--- src/esc_pkg.sv ---
// Shared types, constants, month table and microprogram for the epoch-to-calendar core.
`default_nettype none

package esc_pkg;

  localparam int unsigned PC_W    = 4;
  localparam int unsigned ACC_W   = 32;
  localparam int unsigned PROD_W  = 2 * ACC_W;
  localparam int unsigned SH_W    = 6;
  localparam int unsigned REM_W   = 11;  // holds a remainder below 1461
  localparam int unsigned DAYS_W  = 16;

  localparam logic [REM_W-1:0] DAYS_PER_CYCLE = 11'd1461;
  localparam logic [REM_W-1:0] DAYS_LEAP_YEAR = 11'd366;
  localparam logic [REM_W-1:0] DAYS_NORM_YEAR = 11'd365;
  localparam logic [ACC_W-1:0] EPOCH_WEEKDAY  = 32'd6;
  localparam logic [1:0]       LEAP_MASK      = 2'b11;
  localparam logic [3:0]       LAST_MONTH     = 4'd12;

  typedef enum logic [2:0] {
    OP_DIV,         // divide acc by a constant: reciprocal multiply, then remainder
    OP_SAVE_DAYS,   // days <= acc, acc <= acc + epoch weekday
    OP_LOAD_DAYS,   // acc <= days
    OP_YEAR_INIT,   // year <= 4 * cycles, month <= 1
    OP_YEAR_STEP,   // strip a year while the day count allows
    OP_MONTH_STEP,  // strip a month while the day count allows
    OP_DONE
  } op_t;

  typedef enum logic [1:0] {
    DV_60,
    DV_24,
    DV_7,
    DV_1461
  } div_t;

  typedef enum logic [2:0] {
    DST_SEC,
    DST_MIN,
    DST_HOUR,
    DST_WDAY,
    DST_TDAY
  } dst_t;

  typedef struct packed {
    op_t             op;
    div_t            dsel;
    dst_t            dst;
    logic [PC_W-1:0] jmp;
  } uword_t;

  localparam logic [PC_W-1:0] PC_YEAR  = 4'd8;
  localparam logic [PC_W-1:0] PC_MONTH = 4'd9;
  localparam logic [PC_W-1:0] PC_LAST  = 4'd10;

  function automatic logic [REM_W-1:0] divisor(input div_t d);
    case (d)
      DV_60:   divisor = 11'd60;
      DV_24:   divisor = 11'd24;
      DV_7:    divisor = 11'd7;
      DV_1461: divisor = DAYS_PER_CYCLE;
      default: divisor = 11'd60;
    endcase
  endfunction

  // (x * recip) >> rshift is the exact floor over each step's input range:
  // any 32-bit count for 60 and 24, day counts below 2^16 for 7 and 1461
  function automatic logic [ACC_W-1:0] recip(input div_t d);
    case (d)
      DV_60:   recip = 32'h8888_8889;
      DV_24:   recip = 32'hAAAA_AAAB;
      DV_7:    recip = 32'd74899;
      DV_1461: recip = 32'd45934;
      default: recip = 32'h8888_8889;
    endcase
  endfunction

  function automatic logic [SH_W-1:0] rshift(input div_t d);
    case (d)
      DV_60:   rshift = 6'd37;
      DV_24:   rshift = 6'd36;
      DV_7:    rshift = 6'd19;
      DV_1461: rshift = 6'd26;
      default: rshift = 6'd37;
    endcase
  endfunction

  function automatic logic [4:0] month_length(input logic [3:0] month, input logic leap);
    if (month == 4'd2) begin
      month_length = leap ? 5'd29 : 5'd28;
    end else if (month < 4'd8) begin
      month_length = month[0] ? 5'd31 : 5'd30;
    end else begin
      month_length = month[0] ? 5'd30 : 5'd31;
    end
  endfunction

  // Microprogram: one control word per step.
  function automatic uword_t ucode(input logic [PC_W-1:0] pc);
    uword_t w;
    w = '{op: OP_DONE, dsel: DV_60, dst: DST_SEC, jmp: '0};
    case (pc)
      4'd0:    w = '{op: OP_DIV,        dsel: DV_60,   dst: DST_SEC,  jmp: '0};
      4'd1:    w = '{op: OP_DIV,        dsel: DV_60,   dst: DST_MIN,  jmp: '0};
      4'd2:    w = '{op: OP_DIV,        dsel: DV_24,   dst: DST_HOUR, jmp: '0};
      4'd3:    w = '{op: OP_SAVE_DAYS,  dsel: DV_60,   dst: DST_SEC,  jmp: '0};
      4'd4:    w = '{op: OP_DIV,        dsel: DV_7,    dst: DST_WDAY, jmp: '0};
      4'd5:    w = '{op: OP_LOAD_DAYS,  dsel: DV_60,   dst: DST_SEC,  jmp: '0};
      4'd6:    w = '{op: OP_DIV,        dsel: DV_1461, dst: DST_TDAY, jmp: '0};
      4'd7:    w = '{op: OP_YEAR_INIT,  dsel: DV_60,   dst: DST_SEC,  jmp: '0};
      4'd8:    w = '{op: OP_YEAR_STEP,  dsel: DV_60,   dst: DST_SEC,  jmp: PC_YEAR};
      4'd9:    w = '{op: OP_MONTH_STEP, dsel: DV_60,   dst: DST_SEC,  jmp: PC_MONTH};
      4'd10:   w = '{op: OP_DONE,       dsel: DV_60,   dst: DST_SEC,  jmp: '0};
      default: w = '{op: OP_DONE,       dsel: DV_60,   dst: DST_SEC,  jmp: '0};
    endcase
    return w;
  endfunction

endpackage

`default_nettype wire

--- src/epoch_seconds_to_calendar_core.sv ---
// Top level: microcoded converter from epoch seconds to calendar fields.
// The microprogram runs fixed steps (five reciprocal divides and three moves),
// then 1 to 4 year steps,
// 1 to 12 month steps and the final step.
// One conversion at a time; busy falls in the cycle done is high.
// Sync reset clears busy, the step counter and done; results have no reset.
`default_nettype none

module epoch_seconds_to_calendar_core (
  input  wire logic        clk,
  input  wire logic        rst,
  input  wire logic        start,
  output logic             busy,
  input  wire logic [31:0] seconds_count,
  output logic             done,
  output logic [5:0]       second_of_minute,
  output logic [5:0]       minute_of_hour,
  output logic [4:0]       hour_of_day,
  output logic [2:0]       weekday,
  output logic [4:0]       day_of_month,
  output logic [3:0]       month_number,
  output logic [7:0]       year_offset
);

  logic [esc_pkg::PC_W-1:0]   pc;
  logic                       div_ph;
  logic [esc_pkg::ACC_W-1:0]  acc;
  logic [esc_pkg::ACC_W-1:0]  quo;
  logic [esc_pkg::DAYS_W-1:0] days;
  logic [esc_pkg::REM_W-1:0]  tday;
  logic                       first_year;

  logic [5:0] sec;
  logic [5:0] min;
  logic [4:0] hour;
  logic [2:0] wday;
  logic [7:0] year;
  logic [3:0] month;

  esc_pkg::uword_t            uw;
  logic [esc_pkg::REM_W-1:0]  dv;
  logic [esc_pkg::PROD_W-1:0] prod;
  logic [esc_pkg::ACC_W-1:0]  quo_next;
  logic [esc_pkg::REM_W-1:0]  rem_val;
  logic [esc_pkg::REM_W-1:0]  ylen;
  logic [4:0]                 mlen;
  logic                       year_go;
  logic                       month_go;
  logic                       accept;

  assign accept = start && !busy;
  assign uw     = esc_pkg::ucode(pc);

  // divide by a constant: quotient in the first phase, remainder in the second
  always_comb begin
    dv       = esc_pkg::divisor(uw.dsel);
    prod     = esc_pkg::PROD_W'(acc) * esc_pkg::PROD_W'(esc_pkg::recip(uw.dsel));
    quo_next = esc_pkg::ACC_W'(prod >> esc_pkg::rshift(uw.dsel));
    rem_val  = esc_pkg::REM_W'(acc - quo * esc_pkg::ACC_W'(dv));
  end

  always_comb begin
    ylen     = first_year ? esc_pkg::DAYS_LEAP_YEAR : esc_pkg::DAYS_NORM_YEAR;
    mlen     = esc_pkg::month_length(month, (year[1:0] & esc_pkg::LEAP_MASK) == 2'b00);
    year_go  = (tday >= ylen);
    month_go = (tday >= {6'd0, mlen}) && (month != esc_pkg::LAST_MONTH);
  end

  // sequencer control
  always_ff @(posedge clk) begin
    if (rst) begin
      busy   <= 1'b0;
      pc     <= '0;
      div_ph <= 1'b0;
      done   <= 1'b0;
    end else begin
      done <= busy && (uw.op == esc_pkg::OP_DONE);
      if (accept) begin
        busy   <= 1'b1;
        pc     <= '0;
        div_ph <= 1'b0;
      end else if (busy) begin
        case (uw.op)
          esc_pkg::OP_DIV: begin
            div_ph <= !div_ph;
            if (div_ph) begin
              pc <= esc_pkg::PC_W'(pc + 1'b1);
            end
          end
          esc_pkg::OP_YEAR_STEP: begin
            pc <= year_go ? uw.jmp : esc_pkg::PC_W'(pc + 1'b1);
          end
          esc_pkg::OP_MONTH_STEP: begin
            pc <= month_go ? uw.jmp : esc_pkg::PC_W'(pc + 1'b1);
          end
          esc_pkg::OP_DONE: begin
            busy <= 1'b0;
            pc   <= '0;
          end
          default: begin
            pc <= esc_pkg::PC_W'(pc + 1'b1);
          end
        endcase
      end
    end
  end

  // datapath
  always_ff @(posedge clk) begin
    if (accept) begin
      acc <= seconds_count;
    end else if (busy) begin
      case (uw.op)
        esc_pkg::OP_DIV: begin
          if (!div_ph) begin
            quo <= quo_next;
          end else begin
            acc <= quo;
            case (uw.dst)
              esc_pkg::DST_SEC:  sec  <= rem_val[5:0];
              esc_pkg::DST_MIN:  min  <= rem_val[5:0];
              esc_pkg::DST_HOUR: hour <= rem_val[4:0];
              esc_pkg::DST_WDAY: wday <= rem_val[2:0];
              esc_pkg::DST_TDAY: tday <= rem_val;
              default:           sec  <= rem_val[5:0];
            endcase
          end
        end
        esc_pkg::OP_SAVE_DAYS: begin
          days <= acc[esc_pkg::DAYS_W-1:0];
          acc  <= acc + esc_pkg::EPOCH_WEEKDAY;
        end
        esc_pkg::OP_LOAD_DAYS: begin
          acc <= {{(esc_pkg::ACC_W-esc_pkg::DAYS_W){1'b0}}, days};
        end
        esc_pkg::OP_YEAR_INIT: begin
          // quotient of days by 1461 is at most 34
          year       <= {acc[5:0], 2'b00};
          first_year <= 1'b1;
          month      <= 4'd1;
        end
        esc_pkg::OP_YEAR_STEP: begin
          if (year_go) begin
            tday       <= tday - ylen;
            year       <= 8'(year + 1'b1);
            first_year <= 1'b0;
          end
        end
        esc_pkg::OP_MONTH_STEP: begin
          if (month_go) begin
            tday  <= tday - {6'd0, mlen};
            month <= 4'(month + 1'b1);
          end
        end
        default: begin
        end
      endcase
    end
  end

  assign second_of_minute = sec;
  assign minute_of_hour   = min;
  assign hour_of_day      = hour;
  assign weekday          = wday;
  assign day_of_month     = 5'(tday[4:0] + 1'b1);
  assign month_number     = month;
  assign year_offset      = year;

  // busy is already low whenever the done strobe is high
  a_done_idle: assert property (@(posedge clk) disable iff (rst) done |-> !busy)
    else $error("done strobe while still busy");

  a_start_seq: assert property (@(posedge clk) disable iff (rst)
    (start && !busy) |=> (busy && pc == '0))
    else $error("accepted beat did not restart the microprogram");

  a_pc_range: assert property (@(posedge clk) disable iff (rst) pc <= esc_pkg::PC_LAST)
    else $error("step counter ran past the program");

  a_fields: assert property (@(posedge clk) disable iff (rst)
    done |-> (month_number >= 4'd1 && month_number <= 4'd12 && day_of_month != 5'd0 &&
              weekday <= 3'd6 && hour_of_day <= 5'd23))
    else $error("calendar field out of range");

  a_done_pulse: assert property (@(posedge clk) disable iff (rst) done |=> !done)
    else $error("done held for more than one cycle");

endmodule

`default_nettype wire
--- config.mk ---
export PLATFORM = sky130hd
export DESIGN_NAME = epoch_seconds_to_calendar_core
export DESIGN_NICKNAME = d
export VERILOG_FILES = /design/src/esc_pkg.sv /design/src/epoch_seconds_to_calendar_core.sv
export SDC_FILE = /design/constraint.sdc
export NUM_CORES = 2
export LEC_CHECK = 0
export BUFFER_PORTS_ARGS = -buffer_cell sky130_fd_sc_hd__buf_2
export CAP_MARGIN = 20
export CORE_UTILIZATION = 46
export DETAILED_ROUTE_END_ITERATION = 10
export GPL_TIMING_DRIVEN = 0
export HOLD_SLACK_MARGIN = 0.02
export MAX_ROUTING_LAYER = met4
export PLACE_DENSITY_LB_ADDON = 0.1
export SYNTH_ARGS = -nofsm -noshare
export SYNTH_HDL_FRONTEND = slang
export SYNTH_SLANG_ARGS = --single-unit
--- constraint.sdc ---
create_clock -name clk -period 12.1 [get_ports clk]
set_input_delay 1.815 -clock clk [delete_from_list [all_inputs] [get_ports clk]]
set_output_delay 1.815 -clock clk [all_outputs]
set_load 0.01 [all_outputs]
==> metrics.cfg <==
[floorplanning]
rows = 102
io_pins = 74
fp.dieW_um = 283
core_um2 = 77800
dieArea_um2 = 80200
die_h_um = 283
initial_utilization = 0.467

[setup_path]
critical_path_class = reg -> reg
crit_path_max_incr_delay_ns = 0.68
crit_fanout = 10
r2r_setup_slack_ns = 0.18
arrival_ns = 12.07
crit_required_ns = 12.25
start_kind = register
cp-end-kind = register
cpMostUsedCell = fa_1
critPathSlowestCell = dfxtp_1

[yosys]
synth_top_cell_area_share = 0.362
yosys.area_share.simple = 0.125
synth.most_common_cell = inv_1
yosysWarnings = 0
synth_xor_area_frac = 0.0390
syn_inst = 3879
avgSynthCellArea_um2 = 9.38
synth_ff_type = edfxtp_1
netlist_top_cells_count = 798 x inv_1, 657 x fa_1, 444 x ha_1, 308 x nand2_1, 183 x nor2_1
netlist_area_um2 = 36400
ys_seq_area_frac = 0.112
synth-async-reset-ratio = 0
yosysTopAreaCell = fa_1
synth_cell_types = 84
synth_compound_area_frac = 0.0985
synth.area.top_cells = fa_1 36%, ha_1 15%, edfxtp_1 10%
synth_fa_ha_area_frac = 0.514
synth_seq_cells = 141
synth_edf_count = 124
synthesis.nets = 5015
synth_top_family_by_area = adder cells
synth_mux_area_frac = 0.0112

[detailed_routing]
wire_per_inst_um = 26.3
ant_nets = 0
wl_met1_um = 55700
post-route-drc-count = 0
drtIter0Drc = 2453
viasPerCell = 5.70
vias = 28700
drtPass1Iterations = 6
wl_met2_um = 59800
routed_wl_um = 132000
dr_wl_met3_um = 9220
maxUsedRoutingLayer = met4

[clocking]
path_clk_slew_ns = 0.07
cts-buffers-inserted = 17
clock-root-buffer = clkbuf_16
htreeDepth = 4
insertion_delay_ns = 0.44
cts.sinks = 141
ctsHoldBuffers = 0
cts_tree = done
cts_max_path_buffers = 2
cts_setup_buffers = 0

[final_layout]
final_cells = 5033
final_core_util = 0.498
drive_gt1_frac = 0.0431
layout.nets = 5112
areaGrowthSynthToFinish_pct = 6.69
fillCellCount = 7613

[sta]
rsz0062_at_grt = false
slew_headroom = 0.173
slew_viol_final = 0
worst_pin_slew_ns = 1.24
fmax_mhz = 83.9
fin_hold_ws_ns = 0.482
setup_viol = 0
finalCriticalPeriod_ns = 11.92
finalHoldViolCount = 0
period_share = 0.985
clock_skew_ns = 0.0228

[hold_path]
worstHoldPathType = reg -> reg

[global_route]
grt_pass1_vias = 29900
grt_pass1_wl_um = 198000
grt_max_degree = 33
grt_overflow = 0
antenna_found_initial = 4
grt_use_total = 0.348

[placement]
io_buffers = 73
gp_congestion = 1.02
place_hpwl_um = 116000
place_inst = 4999

[outcome]
status = finished, final reports clean

[run]
cap_viol_max_count = 0

[sequential cells by signal, summed over array words and instances (netlist names)]
| signal | flops |
|---|---|
| uw | 10 |
| tday | 11 |
| hour_of_day | 5 |
| year_offset | 8 |
| weekday | 3 |
| acc | 32 |
| done | 1 |
| quo | 32 |
| second_of_minute | 6 |
| days | 16 |
| first_year | 1 |
| busy | 1 |
| div_ph | 1 |
| pc | 4 |
| minute_of_hour | 6 |
| month_number | 4 |
[path summary, 6_finish.rpt]
path,from,end,depth (start not counted)
max,uw[7],quo[28],30
min,acc[14],days[14],0
max reg2reg,uw[7],quo[28],30
min reg2reg,acc[14],days[14],0
[per-stage QoR]
stage | setup WS [ns] | instance area [µm²] | setup TNS (ns)
floorplan | 2.79 | 36400 | 0
CTS | 0.0574 | 38800 | 0
detailed placement | -1.25 | 38200 | -31.86
global route | 0.0356 | 38800 | 0
finish | 0.181 | 38800 | 0
global placement | -2.17 | 38000 | -49.30
[cells by family (layout without fill, tap and decap cells)]
family / Yosys count / after routing
AOI/OAI and AO/OA: 542 / 542
other: 0 / 4
and+or+nand+nor: 932 / 932
xor gates and xnor gates: 162 / 162
DFF: 141 / 141
muxes: 37 / 37
adders and majority gates: 1101 / 1101
buffers and inverters: 964 / 1074
[layer usage]
layer	vias to the layer above	track usage
li1	12700	-
met1	14600	0.454
met2	1135	0.531
met3	242	0.0550
met4	0	0.162
met5	-	-
[placed cells by master, fill, tap and decap left out, drive strengths merged, types with 37 or more instances in the layout]
| cell type | count |
|---|---|
| a21o | 37 |
| a21oi | 147 |
| and2 | 100 |
| buf | 95 |
| clkbuf | 163 |
| edfxtp | 124 |
| fa | 657 |
| ha | 444 |
| inv | 807 |
| nand2 | 308 |
| nand2b | 68 |
| nand3 | 58 |
| nand4 | 47 |
| nor2 | 184 |
| nor2b | 56 |
| nor3 | 37 |
| o21ai | 114 |
| xnor2 | 113 |
| xor2 | 49 |
[worst max-delay path, delay by kind of cell, from the launching register on]
family / cells / cell delay (ns)
flops: 1 / 0.68
fa+ha+maj: 10 / 4.85
compound gates: 5 / 1.98
buf+inv: 9 / 2.79
simple gates: 5 / 1.15
xor+xnor: 1 / 0.17
[cell type report]
| class | count | area, µm² | area share |
|---|---|---|---|
| well taps | 1040 | 1300 | 0.0335 |
| diodes | 4 | 10.0 | 0.000258 |
| inverters | 799 | 3000 | 0.0773 |
| multi-input cells | 2774 | 28700 | 0.739 |
| repair buffers | 81 | 498 | 0.0128 |
| clock buffers | 17 | 425 | 0.0110 |
| plain buffers | 162 | 664 | 0.0171 |
| clock inverters | 15 | 168 | 0.00432 |
| flip-flops and latches | 141 | 4060 | 0.105 |
[timing repair]
action                                  4_1_cts  5_1_grt
endpoints found under the setup margin       32       24
pin swaps                                     0        0
gates resized for setup                       9       10
Power is left out: the tool's default activity adds up to more than one toggle a clock period on the data nets, which glitch-free logic cannot reach.
